==> src/hdl/ggbs_pkg.sv <==
package ggbs_pkg;

  localparam int TURN_Q16 = 23592960;
  localparam int HALF_Q = 32768;

  localparam int DIV_N = 41;
  localparam int DIV_D = 25;
  localparam int MOD_N = 25;

  localparam int QUEUE_DEPTH = 4;
  localparam int QUEUE_AW = 2;
  localparam int QUEUE_CW = 3;

  localparam logic signed [23:0] SOUTH_RESET = -24'sd5898240;
  localparam logic signed [25:0] WEST_RESET = -26'sd11796480;
  localparam logic [23:0] ROW_STEP_RESET = 24'd65536;
  localparam logic [24:0] COLUMN_STEP_RESET = 25'd65536;
  localparam logic [6:0] ROW_COUNT_RESET = 7'd64;
  localparam logic [6:0] COLUMN_COUNT_RESET = 7'd64;

  localparam logic MODE_LOAD = 1'b0;
  localparam logic MODE_QUERY = 1'b1;

  typedef enum logic [2:0] {
    REG_SOUTH_LATITUDE = 3'd0,
    REG_WEST_LONGITUDE = 3'd1,
    REG_ROW_STEP = 3'd2,
    REG_COLUMN_STEP = 3'd3,
    REG_ROW_COUNT = 3'd4,
    REG_COLUMN_COUNT = 3'd5,
    REG_GLOBAL_WRAP = 3'd6
  } cfg_reg_t;

  typedef struct packed {
    logic signed [23:0] south_latitude;
    logic signed [25:0] west_longitude;
    logic [23:0] row_step;
    logic [24:0] column_step;
    logic [6:0] row_count;
    logic [6:0] column_count;
    logic global_wrap;
  } cfg_t;

  typedef struct packed {
    logic mode;
    logic [11:0] sample_index;
    logic signed [31:0] sample_value;
    logic found;
  } pl_t;

  typedef struct packed {
    pl_t pl;
    logic [23:0] dlat;
    logic [24:0] dlon;
  } item_t;

  typedef struct packed {
    logic found;
    logic signed [31:0] blended_value;
    logic [5:0] base_row;
    logic [5:0] base_column;
    logic [16:0] row_fraction;
    logic [16:0] column_fraction;
  } res_t;

endpackage

==> src/hdl/ggbs_front.sv <==
module ggbs_front #(
  parameter int MAX_ROWS = 64,
  parameter int MAX_COLUMNS = 64
) (
  input  logic                                clk,
  input  logic                                rst,
  input  logic                                accept,
  input  logic                                mode,
  input  logic [11:0]                         sample_index,
  input  logic signed [31:0]                  sample_value,
  input  logic signed [23:0]                  query_latitude,
  input  logic signed [25:0]                  query_longitude,
  input  ggbs_pkg::cfg_t                      cfg,
  input  logic [$clog2(MAX_ROWS+1)-1:0]       rows,
  input  logic [$clog2(MAX_COLUMNS+1)-1:0]    cols,
  input  logic [23:0]                         rstep,
  input  logic [24:0]                         cstep,
  output logic                                push,
  output ggbs_pkg::item_t                     push_item
);

  localparam int RCW = $clog2(MAX_ROWS + 1);
  localparam int CCW = $clog2(MAX_COLUMNS + 1);
  localparam int RLW = 24 + RCW;
  localparam int CLW = 25 + CCW;

  logic v1;
  logic m1;
  logic [11:0] i1;
  logic signed [31:0] s1;
  logic signed [24:0] dlat1;
  logic signed [26:0] dl1;
  logic [RLW-1:0] rlim1;
  logic [CLW-1:0] clim1;

  logic v2;
  logic m2;
  logic [11:0] i2;
  logic signed [31:0] s2;
  logic lat_ok2;
  logic [23:0] dlat2;
  logic [24:0] dlon2;
  logic [CLW-1:0] clim2;

  logic [24:0] dlon_sel;

  always_ff @(posedge clk) begin
    if (rst) begin
      v1 <= 1'b0;
      v2 <= 1'b0;
    end else begin
      v1 <= accept;
      v2 <= v1;
    end
  end

  always_ff @(posedge clk) begin
    m1 <= mode;
    i1 <= sample_index;
    s1 <= sample_value;
    dlat1 <= 25'(query_latitude) - 25'(cfg.south_latitude);
    dl1 <= 27'(query_longitude) - 27'(cfg.west_longitude);
    rlim1 <= RLW'(rstep) * RLW'(rows - RCW'(1));
    clim1 <= CLW'(cstep) * CLW'(cols - CCW'(1));
  end

  always_comb begin
    logic signed [28:0] cand;
    dlon_sel = '0;
    for (int k = 0; k < 6; k++) begin
      cand = 29'(dl1) + 29'((k - 2) * ggbs_pkg::TURN_Q16);
      if (!cand[28] && cand < 29'(ggbs_pkg::TURN_Q16)) begin
        dlon_sel = cand[24:0];
      end
    end
  end

  always_ff @(posedge clk) begin
    m2 <= m1;
    i2 <= i1;
    s2 <= s1;
    lat_ok2 <= !dlat1[24] && (RLW'(dlat1[23:0]) <= rlim1);
    dlat2 <= dlat1[23:0];
    dlon2 <= dlon_sel;
    clim2 <= clim1;
  end

  assign push = v2;

  always_comb begin
    push_item.pl.mode = m2;
    push_item.pl.sample_index = i2;
    push_item.pl.sample_value = s2;
    push_item.pl.found = lat_ok2 && (cfg.global_wrap || (CLW'(dlon2) <= clim2));
    push_item.dlat = dlat2;
    push_item.dlon = dlon2;
  end

endmodule

==> config.mk <==
export PLATFORM = sky130hd
export DESIGN_NAME = ggbs_front
export DESIGN_NICKNAME = d
export VERILOG_FILES = /design/src/hdl/ggbs_pkg.sv /design/src/hdl/ggbs_front.sv
export SDC_FILE = /design/constraint.sdc
export NUM_CORES = 1
export LEC_CHECK = 0
export BUFFER_PORTS_ARGS = -buffer_cell sky130_fd_sc_hd__buf_2
export CAP_MARGIN = 20
export CELL_PAD_IN_SITES_DETAIL_PLACEMENT = 0
export CELL_PAD_IN_SITES_GLOBAL_PLACEMENT = 1
export CORE_AREA = 4 4 176 348
export CTS_CLUSTER_SIZE = 25
export DETAILED_ROUTE_END_ITERATION = 16
export DIE_AREA = 0 0 180 352
export GPL_TIMING_DRIVEN = 0
export PLACE_DENSITY = 0.77
export SKIP_LAST_GASP = 1
export SLEW_MARGIN = 0
export SYNTH_ARGS = -nofsm -noshare
export SYNTH_HDL_FRONTEND = slang
export SYNTH_SLANG_ARGS = --single-unit
==> constraint.sdc <==
create_clock -name clk -period 5.37 [get_ports clk]
set_input_delay 0 -clock clk [delete_from_list [all_inputs] [get_ports clk]]
set_output_delay 0 -clock clk [all_outputs]
set_load 0.03 [all_outputs]
Word level (Yosys, flattened, before mapping)
Cells that the tools add are included.
{"block": "word_totals", "register_bits": 289, "in_bits": 275, "out_inout_bits": 96, "wordCells": 57}
{"block": "op_classes", "addsub": 9, "n_mul": 2, "n_lt_le_gt_ge": 8, "n_mux": 6, "reduce_logical": 16}
{"operator": "2-to-1 mux 25 bit", "n": 6}
{"operator": "< comparator 28 x 26 -> 1 bit (second input constant)", "n": 4}
{"operator": "adder 27 x 26 -> 28 bit (second input constant)", "n": 2}
{"operator": "adder 27 x 27 -> 28 bit (second input constant)", "n": 2}
{"operator": "less-or-equal comparator 25 x 32 -> 1 bit", "n": 1}
{"operator": "multiplier 26 x 8 -> 32 bit", "n": 1}
{"operator": "less-or-equal comparator 24 x 31 -> 1 bit", "n": 1}
{"operator": "multiplier 25 x 8 -> 31 bit", "n": 1}
{"operator": "adder 27 x 28 -> 29 bit (second input constant)", "n": 1}
{"operator": "< comparator 29 x 26 -> 1 bit (second input constant)", "n": 1}
{"operator": "< comparator 27 x 26 -> 1 bit (second input constant)", "n": 1}
{"operator": "subtractor 26 x 26 -> 27 bit", "n": 1}
{"operator": "subtractor 24 x 24 -> 25 bit", "n": 1}
{"operator": "subtractor 7 x 1 -> 8 bit (second input constant)", "n": 2}
{"operator": "logical AND 1 bit", "n": 8}
{"operator": "logical NOT 1 bit", "n": 7}
{"operator": "logical OR 1 bit", "n": 1}

Depth between registers and ports, before layout
Gate-level depths: netlist of the first run.
{"block": "logic_depth", "depth_word": 9, "depth_mapped": 26, "ltp_nobuf": 24}

Worst setup path after synthesis of the first run
No wires, ideal clock.
{"block": "synth_path", "kind": "input to register", "startpoint": "input cols[0]", "endpoint": "register clim1[28]", "setup_time_ns": 0.120, "arrival_ns": 5.410, "required_time_ns": 5.250, "slack_ns": -0.160, "stages": 24, "path_buffers": 2, "cell_sequence": "clkbuf_1 inv_1 ha_1 nor3b_1 nand2_1 xnor2_1 clkbuf_1 nand2_1 fa_1 fa_1 inv_1 fa_1 inv_1 fa_1 inv_1 ha_1 o21a_1 o21ai_2 a211o_1 a31oi_2 a2111oi_2 o41ai_1 a21oi_1 xnor2_1"}
{"block": "synth_via", "elab_chain_len": 2}
{"item": "start, declared", "line": "ggbs_front.sv:15", "text": "input logic [$clog2(MAX_COLUMNS+1)-1:0] cols,"}
{"item": "subtractor 7 x 1 -> 8 bit", "line": "ggbs_front.sv:64", "text": "clim1 <= CLW'(cstep) * CLW'(cols - CCW'(1));"}
{"item": "multiplier 26 x 8 -> 32 bit", "line": "ggbs_front.sv:64"}
{"item": "end signal, assigned", "line": "ggbs_front.sv:64"}
{"item": "end, declared", "line": "ggbs_front.sv:34", "text": "logic [CLW-1:0] clim1;"}
Every way passes these cells.
A chain may end at the register's enable or synchronous reset.

Worst setup path in the final report of the first run
Same ends and word-level chain as after synthesis.

==> results of run 1 <==
[layout make-up]
type	instances	area, µm²	area share [%]
inverters	499	1870	6.24
well taps	762	953	3.18
repair buffers	520	3630	12.1
plain buffers	48	410	1.37
flip-flops and latches	289	5790	19.3
diodes	5	12.5	0.0417
multi-input cells	1721	16400	54.5
clock buffers	35	777	2.59
clock inverters	17	223	0.742
[layout by cell type, fill, tap and decap left out, types with 29 or more instances in the layout]
master | netlist | layout
a21o_1 | 50 | 50
a21oi_1 | 102 | 99
and2_1 | 159 | 159
buf_2 | 4 | 313
buf_4 | 3 | 29
clkbuf_16 | 0 | 29
dfxtp_1 | 289 | 289
dlygate4sd3_1 | 0 | 188
fa_1 | 274 | 274
ha_1 | 249 | 235
inv_1 | 498 | 496
nand2_1 | 158 | 152
nand3_1 | 31 | 29
nor2_1 | 115 | 110
nor2b_1 | 140 | 140
o21ai_0 | 59 | 55
xnor2_1 | 82 | 79
[sequential cells by signal, indices dropped and copies added, names as in the netlist, 24 cells and up]
signal / count
clim1: 32
clim2: 32
dl1: 27
dlat1: 25
dlat2: 24
dlon2: 25
rlim1: 31
s1: 32
s2: 32
[kinds of logic (layout without fill, tap and decap cells)]
logic type | Yosys count | count (layout)
DFF | 289 | 289
and+or+nand+nor | 728 | 728
other | 0 | 5
AOI/OAI and AO/OA | 359 | 359
buffers and inverters | 550 | 1119
xor gates and xnor gates | 110 | 110
muxes | 1 | 1
adders and majority gates | 523 | 523
[power by group]
part           internal (mW)  switching [mW]
clock                   1.20           0.890
sequential              2.83           0.274
combinational           3.58            4.66
total                   7.61            5.82
[worst paths after layout]
path              startpoint   endpoint  slack (ns)  cells past startpoint
setup reg to reg     dl1[19]  dlon2[16]        1.69                     14
setup / recovery     cols[0]  clim1[28]        0.15                     22
hold reg to reg    clim1[21]  clim2[21]        0.32                      0
hold / removal     rstep[23]  rlim1[30]        0.02                      4
[cells in the mapped netlist (4+ instances only)]
| master | count | area share, % |
|---|---|---|
| xnor2_1 | 82 | 3.0 |
| nor3_1 | 22 | 0.46 |
| o22ai_1 | 4 | 0.11 |
| inv_1 | 498 | 7.9 |
| nand2b_1 | 18 | 0.47 |
| fa_1 | 274 | 23 |
| o221ai_1 | 4 | 0.15 |
| and3_1 | 19 | 0.50 |
| o31ai_1 | 5 | 0.16 |
| nand2_1 | 158 | 2.5 |
| ha_1 | 249 | 13 |
| nor3b_1 | 7 | 0.22 |
| xor2_1 | 28 | 1.0 |
| buf_2 | 4 | 0.084 |
| o21ai_1 | 7 | 0.15 |
| o21ai_0 | 59 | 1.2 |
| o21bai_1 | 15 | 0.47 |
| clkbuf_1 | 36 | 0.57 |
| o211ai_1 | 4 | 0.13 |
| dfxtp_1 | 289 | 24 |
| nor4_1 | 8 | 0.21 |
| a311o_1 | 4 | 0.17 |
| and2_1 | 159 | 4.2 |
| a21o_1 | 50 | 1.6 |
| clkbuf_8 | 5 | 0.29 |
| a31oi_1 | 12 | 0.32 |
| a21boi_0 | 7 | 0.22 |
| o2111ai_1 | 4 | 0.15 |
| o41ai_1 | 6 | 0.22 |
| or2_2 | 17 | 0.45 |
| nor2b_1 | 140 | 3.7 |
| nor2_1 | 115 | 1.8 |
| nand3_1 | 31 | 0.65 |
| a211oi_1 | 12 | 0.38 |
| o21a_1 | 20 | 0.63 |
| nand4_1 | 11 | 0.29 |
| or3_1 | 4 | 0.11 |
| a21oi_1 | 102 | 2.1 |
[timing repair]
action                                 4_1_cts  5_1_grt
gates resized for setup                     83       65
buffers inserted                            13       12
pin swaps                                   15       35
setup endpoints to repair                   38       19
hold buffers                               188        0
endpoints found under the hold margin      106        0
[layer usage]
layer / vias to the layer above / global-route usage [%] / wire [µm]
met3: 203 / 2.90 / 2860
met5: - / 0 / 27
met2: 573 / 41.8 / 37000
met4: 4 / 12.4 / 4730
met1: 9125 / 20.8 / 22800
li1: 9184 / - / -
[worst max-delay path: cells and delay by family]
kind / cells / cell delay, ns
AOI/OAI and AO/OA: 6 / 1.42
xor gates and xnor gates: 2 / 0.42
buffers and inverters: 4 / 0.55
and+or+nand+nor: 4 / 0.72
adders and majority gates: 6 / 2.54
==> key figures, run 1 <==
Power
  • VDD IR-drop max: 280 µV
  • Power density over cell area: 447 mW/mm²
  • Lkg Pwr: roughly 15 nW
  • Pwr Total: 13.4 mW

Drt
  • ANT nets after route: 0
  • Routed wire length per instance: ~17 µm
  • # DRC: 0
  • First-pass detailed-route iteration total: 5
  • DR iter-0 viols: 576
  • Via count: 19100
  • Detailed Route WL: 67500 µm
  • Post-DR vias/cell: 4.90

CTS
  • Clock Sinks: 289
  • CTS root buf: clkbuf_16
  • CTS Buf Count: 28
  • Clock transition at the registers of the reported paths: 0.06 ns
  • H-tree lvl count: 1
  • CTS tree: built
  • Clk buf depth: 3
  • Worst-Skew Late Latency: 0.57 ns

Critical path
  • Critical setup path kind: in2reg
  • Worst setup EP type: register
  • Required time of the worst setup path: between 5 and 6 ns
  • Critical Path AT: roughly 5.7 ns
  • Crit path launch type: input port
  • Slowest stage delay, CP: 0.53 ns
  • Cell Chain, Critical Path: buf_6 -> clkbuf_16 -> inv_2 -> ha_4 -> nor3b_4 -> nand2_2 -> xnor2_4 -> buf_4 -> and2_1 -> fa_1 -> fa_1 -> fa_1 -> fa_1 -> ha_1 -> and3_4 -> o21ai_0 -> a211o_1 -> a31oi_4 -> a2111oi_4 -> o41ai_2 -> a21oi_1 -> xnor2_1
  • Crit path top cell by count: fa_1
  • Worst Path Max Fanout: 9
  • Slowest stage cell, crit path: fa_1

Timing
  • Period minus WS final: ~5.2 ns
  • Final number of hold-violating endpoints: 0
  • Worst-margin pin slew: 0.772 ns
  • Fmax: roughly 0.19 GHz
  • Final Max Slew Viols: 0
  • Final Skew: 0.0123 ns
  • Fin crit share: 97.2%
  • Final Hold Slack: ~0.025 ns
  • Final setup margin: 0.149 ns
  • Final setup viols: 0
  • Relative slew slack: 48.0%
  • Setup TNS: 0 ns

Logic synthesis
  • EDFF count, synth: 0
  • Synth Instances: 2560
  • XOR/XNOR share of the synthesized area: 4.05%
  • Seq cells post-synth: approximately 290
  • Seq/Total Area, Yosys: 24.3%
  • Simple-Gate Fraction of Synth Area: 16.2%
  • Adder-cell share of the synthesized area: roughly 36%
  • Largest family of logic cells by synthesized area: adder cells
  • Cell Area, Synth: 0.0238 mm²
  • Asr flop ratio synth: 0%
  • Synthesized Nets: 3358
  • Yosys warns: 0
  • Post-synthesis mux area share: less than 1%
  • Avg Synthesized Cell Area: 9.30 µm²
  • Count of cell types in the netlist: 82
  • Post-synthesis compound-gate area fraction: 10.2%
  • Top_reg_cell synth: dfxtp_1

GRT
  • Aggregate global-route resource usage: 21.3%
  • First-pass GRT wire length: approximately 110000 µm
  • Vias in the first global route: 21400
  • Grt total ovfl: 0
  • Pin count of the biggest net entering global routing: 18
  • Initial antenna violation count: 7

Floorplanning
  • Die W: 180 µm
  • Die Span Y: 352 µm
  • Row count: 125
  • Core area: 0.0583 mm²
  • Total die area: 0.0634 mm²
  • Initial Utilization: 40.8%
  • I/O pin total: around 370

Flow run
  • # Max-Cap Violations: 0

Layout
  • Final cell count without fillers: 3896
  • Fillers: 5420
  • Share of cells above drive strength 1: 17.0%
  • Area grow syn2layout: 26.2%
  • Fin area: 0.0300 mm²
  • Nets@finish: between 3000 and 4000
  • Final core occ: 51.5%

Run status
  • Status: finished clean

Placed design
  • Dpl hpwl: about 56000 µm
  • Placed cells: 3629
  • GP Congestion: 0.959
  • Dpl ws: -2.16 ns
  • Post-DP Area: 0.0263 mm²
  • Number of port buffers: 307

Worst hold path
  • Worst min path class: in2reg
Note: power is estimated with default switching activity, not from simulation.
==> inputs of run 2 (changes only) <==
--- a/config.mk
+++ b/config.mk
@@ -7,7 +7,7 @@
 export LEC_CHECK = 0
 export BUFFER_PORTS_ARGS = -buffer_cell sky130_fd_sc_hd__buf_2
 export CAP_MARGIN = 20
-export CELL_PAD_IN_SITES_DETAIL_PLACEMENT = 0
+export CELL_PAD_IN_SITES_DETAIL_PLACEMENT = 1
 export CELL_PAD_IN_SITES_GLOBAL_PLACEMENT = 1
 export CORE_AREA = 4 4 176 348
 export CTS_CLUSTER_SIZE = 25
==> run 2 against run 1 <==
Non-clock buffer count down 6. First-iteration DRC count grew 3.8%. Sequential share of layout area about the same. Combinational power is 6.4% higher. Clock power is 6% higher. Sequential cell count did not move. Clock skew shrank 0.00052 ns. Largest cell class unchanged. Largest power group unchanged.
==> key figures, run 2 (synthesized netlist as in run 1, its figures left out) <==
Run status
  • Status: finished clean

Power
  • Pwr Total: around 14 mW
  • Lkg Pwr: ~15 nW
  • Internal power: 7.92 mW
  • VDD IR-drop max: just under 300 µV
  • Psw: 6.19 mW
  • Clock share of power: 15.7%
  • Share of power burned in registers: 22.1%
  • Power share of the combinational group: ~62%
  • Power density over cell area: approximately 470 mW/mm²
  • Net Sw Frac: 43.9%

Floorplanning
  • I/O pin total: 371
  • Total die area: 0.0634 mm²
  • Die W: 180 µm
  • Row count: 125
  • Core area: 0.0583 mm²
  • Initial Utilization: 40.8%
  • Die Span Y: ~350 µm

Timing
  • Final setup margin: 0.0969 ns
  • Period minus WS final: 5.27 ns
  • Final setup viols: 0
  • Worst-margin pin slew: 0.728 ns
  • RSZ-0062 raised after global routing: yes
  • Fin crit share: 98.2%
  • Final Hold Slack: 0.0347 ns
  • Fmax: 0.190 GHz
  • Final Max Slew Viols: 0
  • Relative slew slack: 51.4%
  • Final Skew: 0.0118 ns
  • Final number of hold-violating endpoints: 0

GRT
  • Met3 Track Usage GR: 3.05%
  • First-pass GRT wire length: 124000 µm
  • Initial antenna violation count: 8
  • GRT met2 Usage: 49.3%
  • Vias in the first global route: 23500
  • Pin count of the biggest net entering global routing: 17
  • Grt total ovfl: 0
  • Most used routing layer: met2
  • Met1 Track Usage GR: 22.9%
  • Aggregate global-route resource usage: 24.4%

Drt
  • Routed wire length per instance: about 20 µm
  • Detailed Route WL: between 70000 and 80000 µm
  • First-pass detailed-route iteration total: 5
  • ANT nets after route: 0
  • DR iter-0 viols: about 600
  • # DRC: 0
  • Via count: 19800
  • Post-DR vias/cell: slightly above 5

Critical path
  • Worst Path Buf+Inv: 7
  • Reg2reg setup slack: 1.65 ns
  • Slowest stage cell, crit path: fa_1
  • Worst Path Max Fanout: 9
  • Crit path top cell by count: fa_1
  • Worst setup path end: clim1[31]
  • Reg2Reg Depth: 13
  • Slowest stage delay, CP: 0.56 ns
  • Critical Path AT: roughly 5.7 ns
  • Reg2reg end: dlon2[16]
  • Worst setup EP type: register
  • CP Launch Point: cols[0]
  • Critical setup path kind: in2reg
  • R2r startpoint: dl1[20]
  • Crit path launch type: input port
  • Required time of the worst setup path: a little under 6 ns
  • Instance count on the critical path: 25
  • Crit-path leading delay family: adder cells

Layout
  • Most common cell after layout, fill and taps aside: inv_1
  • Nets@finish: 3899
  • Fillers: between 6000 and 7000
  • Leading cell types in the layout, fill and taps excluded: inv_1, buf_2, dfxtp_1
  • Fin area: 0.0301 mm²
  • Area grow syn2layout: 26.3%
  • Share of cells above drive strength 1: 17.3%

Placed design
  • Number of port buffers: 307
  • Post-DP Area: approximately 0.026 mm²
  • Dpl hpwl: 61600 µm
  • GP Congestion: ~0.96
  • Dpl ws: -2.25 ns

CTS
  • H-tree lvl count: 1
  • CTS Buf Count: 28
  • CTS root buf: clkbuf_16
  • Clock transition at the registers of the reported paths: 0.06 ns
  • Clock Sinks: roughly 290
  • Clk buf depth: 3
  • Worst-Skew Late Latency: 0.57 ns
  • CTS tree: built

Flow run
  • # Max-Cap Violations: 0

Worst hold path
  • Hold Crit Depth: 6
  • Worst min path class: in2reg
run 2: metrics by stage:
stage	util, %	setup TNS (ns)	std cells
2_1_floorplan	-	0	2560
3_3_place_gp	45.1	-51.46	3629
3_5_place_dp	45.1	-60.54	3629
4_1_cts	50.9	-0.0233	3877
5_1_grt	51.5	-0.317	3885
6_report	51.5	0	3889
run 2: area by class of cell:
| cell class | instances | area [µm²] | area share (%) |
|---|---|---|---|
| multi-input cells | 1721 | 16400 | 54.7 |
| flip-flops and latches | 289 | 5790 | 19.2 |
| repair buffers | 515 | 3570 | 11.9 |
| inverters | 499 | 1870 | 6.23 |
| well taps | 762 | 953 | 3.17 |
| clock buffers | 34 | 763 | 2.54 |
| plain buffers | 47 | 382 | 1.27 |
| clock inverters | 17 | 283 | 0.941 |
| diodes | 5 | 12.5 | 0.0416 |
run 2: worst min-delay path: stages:
cell	delay, ns
buf_2	0.10
inv_1	0.04
ha_1	0.14
nor2b_1	0.15
a21oi_1	0.06
o21ai_0	0.07
run 2: per-layer routing:
| metal | wire length [µm] | share of wire [%] |
|---|---|---|
| met2 | 44400 | 57 |
| met3 | 2750 | 3.5 |
| met4 | 5510 | 7.0 |
| met5 | 48 | 0.061 |
| met1 | 25800 | 33 |
run 2: repair_timing:
item	4_1_cts	5_1_grt
hold buffers	181	0
endpoints found under the setup margin	42	19
pin swaps	25	37
buffers inserted	17	9
endpoints found under the hold margin	107	0
cloned	1	0
resized for setup	93	65
run 2: power groups by stage:
stage	Combinational (mW)	Clock, mW	Sequential [mW]
6_report	8.77	2.22	3.12
5_1_grt	9.81	2.37	3.18
4_1_cts	8.27	2.28	3.13
3_5_place_dp	7.79	0	3.17
3_3_place_gp	7.40	0	3.15
2_1_floorplan	5.42	0	3.31
run 2: how the worst min path moves through the flow:
stage                             startpoint        end  slack (ns)
after CTS                 query_longitude[9]    dl1[10]       0.006
after detailed placement    sample_value[27]     s1[27]        0.10
final                               cfg[113]  dlat1[24]        0.03
after global placement      sample_value[10]     s1[10]        0.10
after global routing         sample_index[5]      i1[5]        0.06
after floorplan              sample_index[0]      i1[0]        0.03
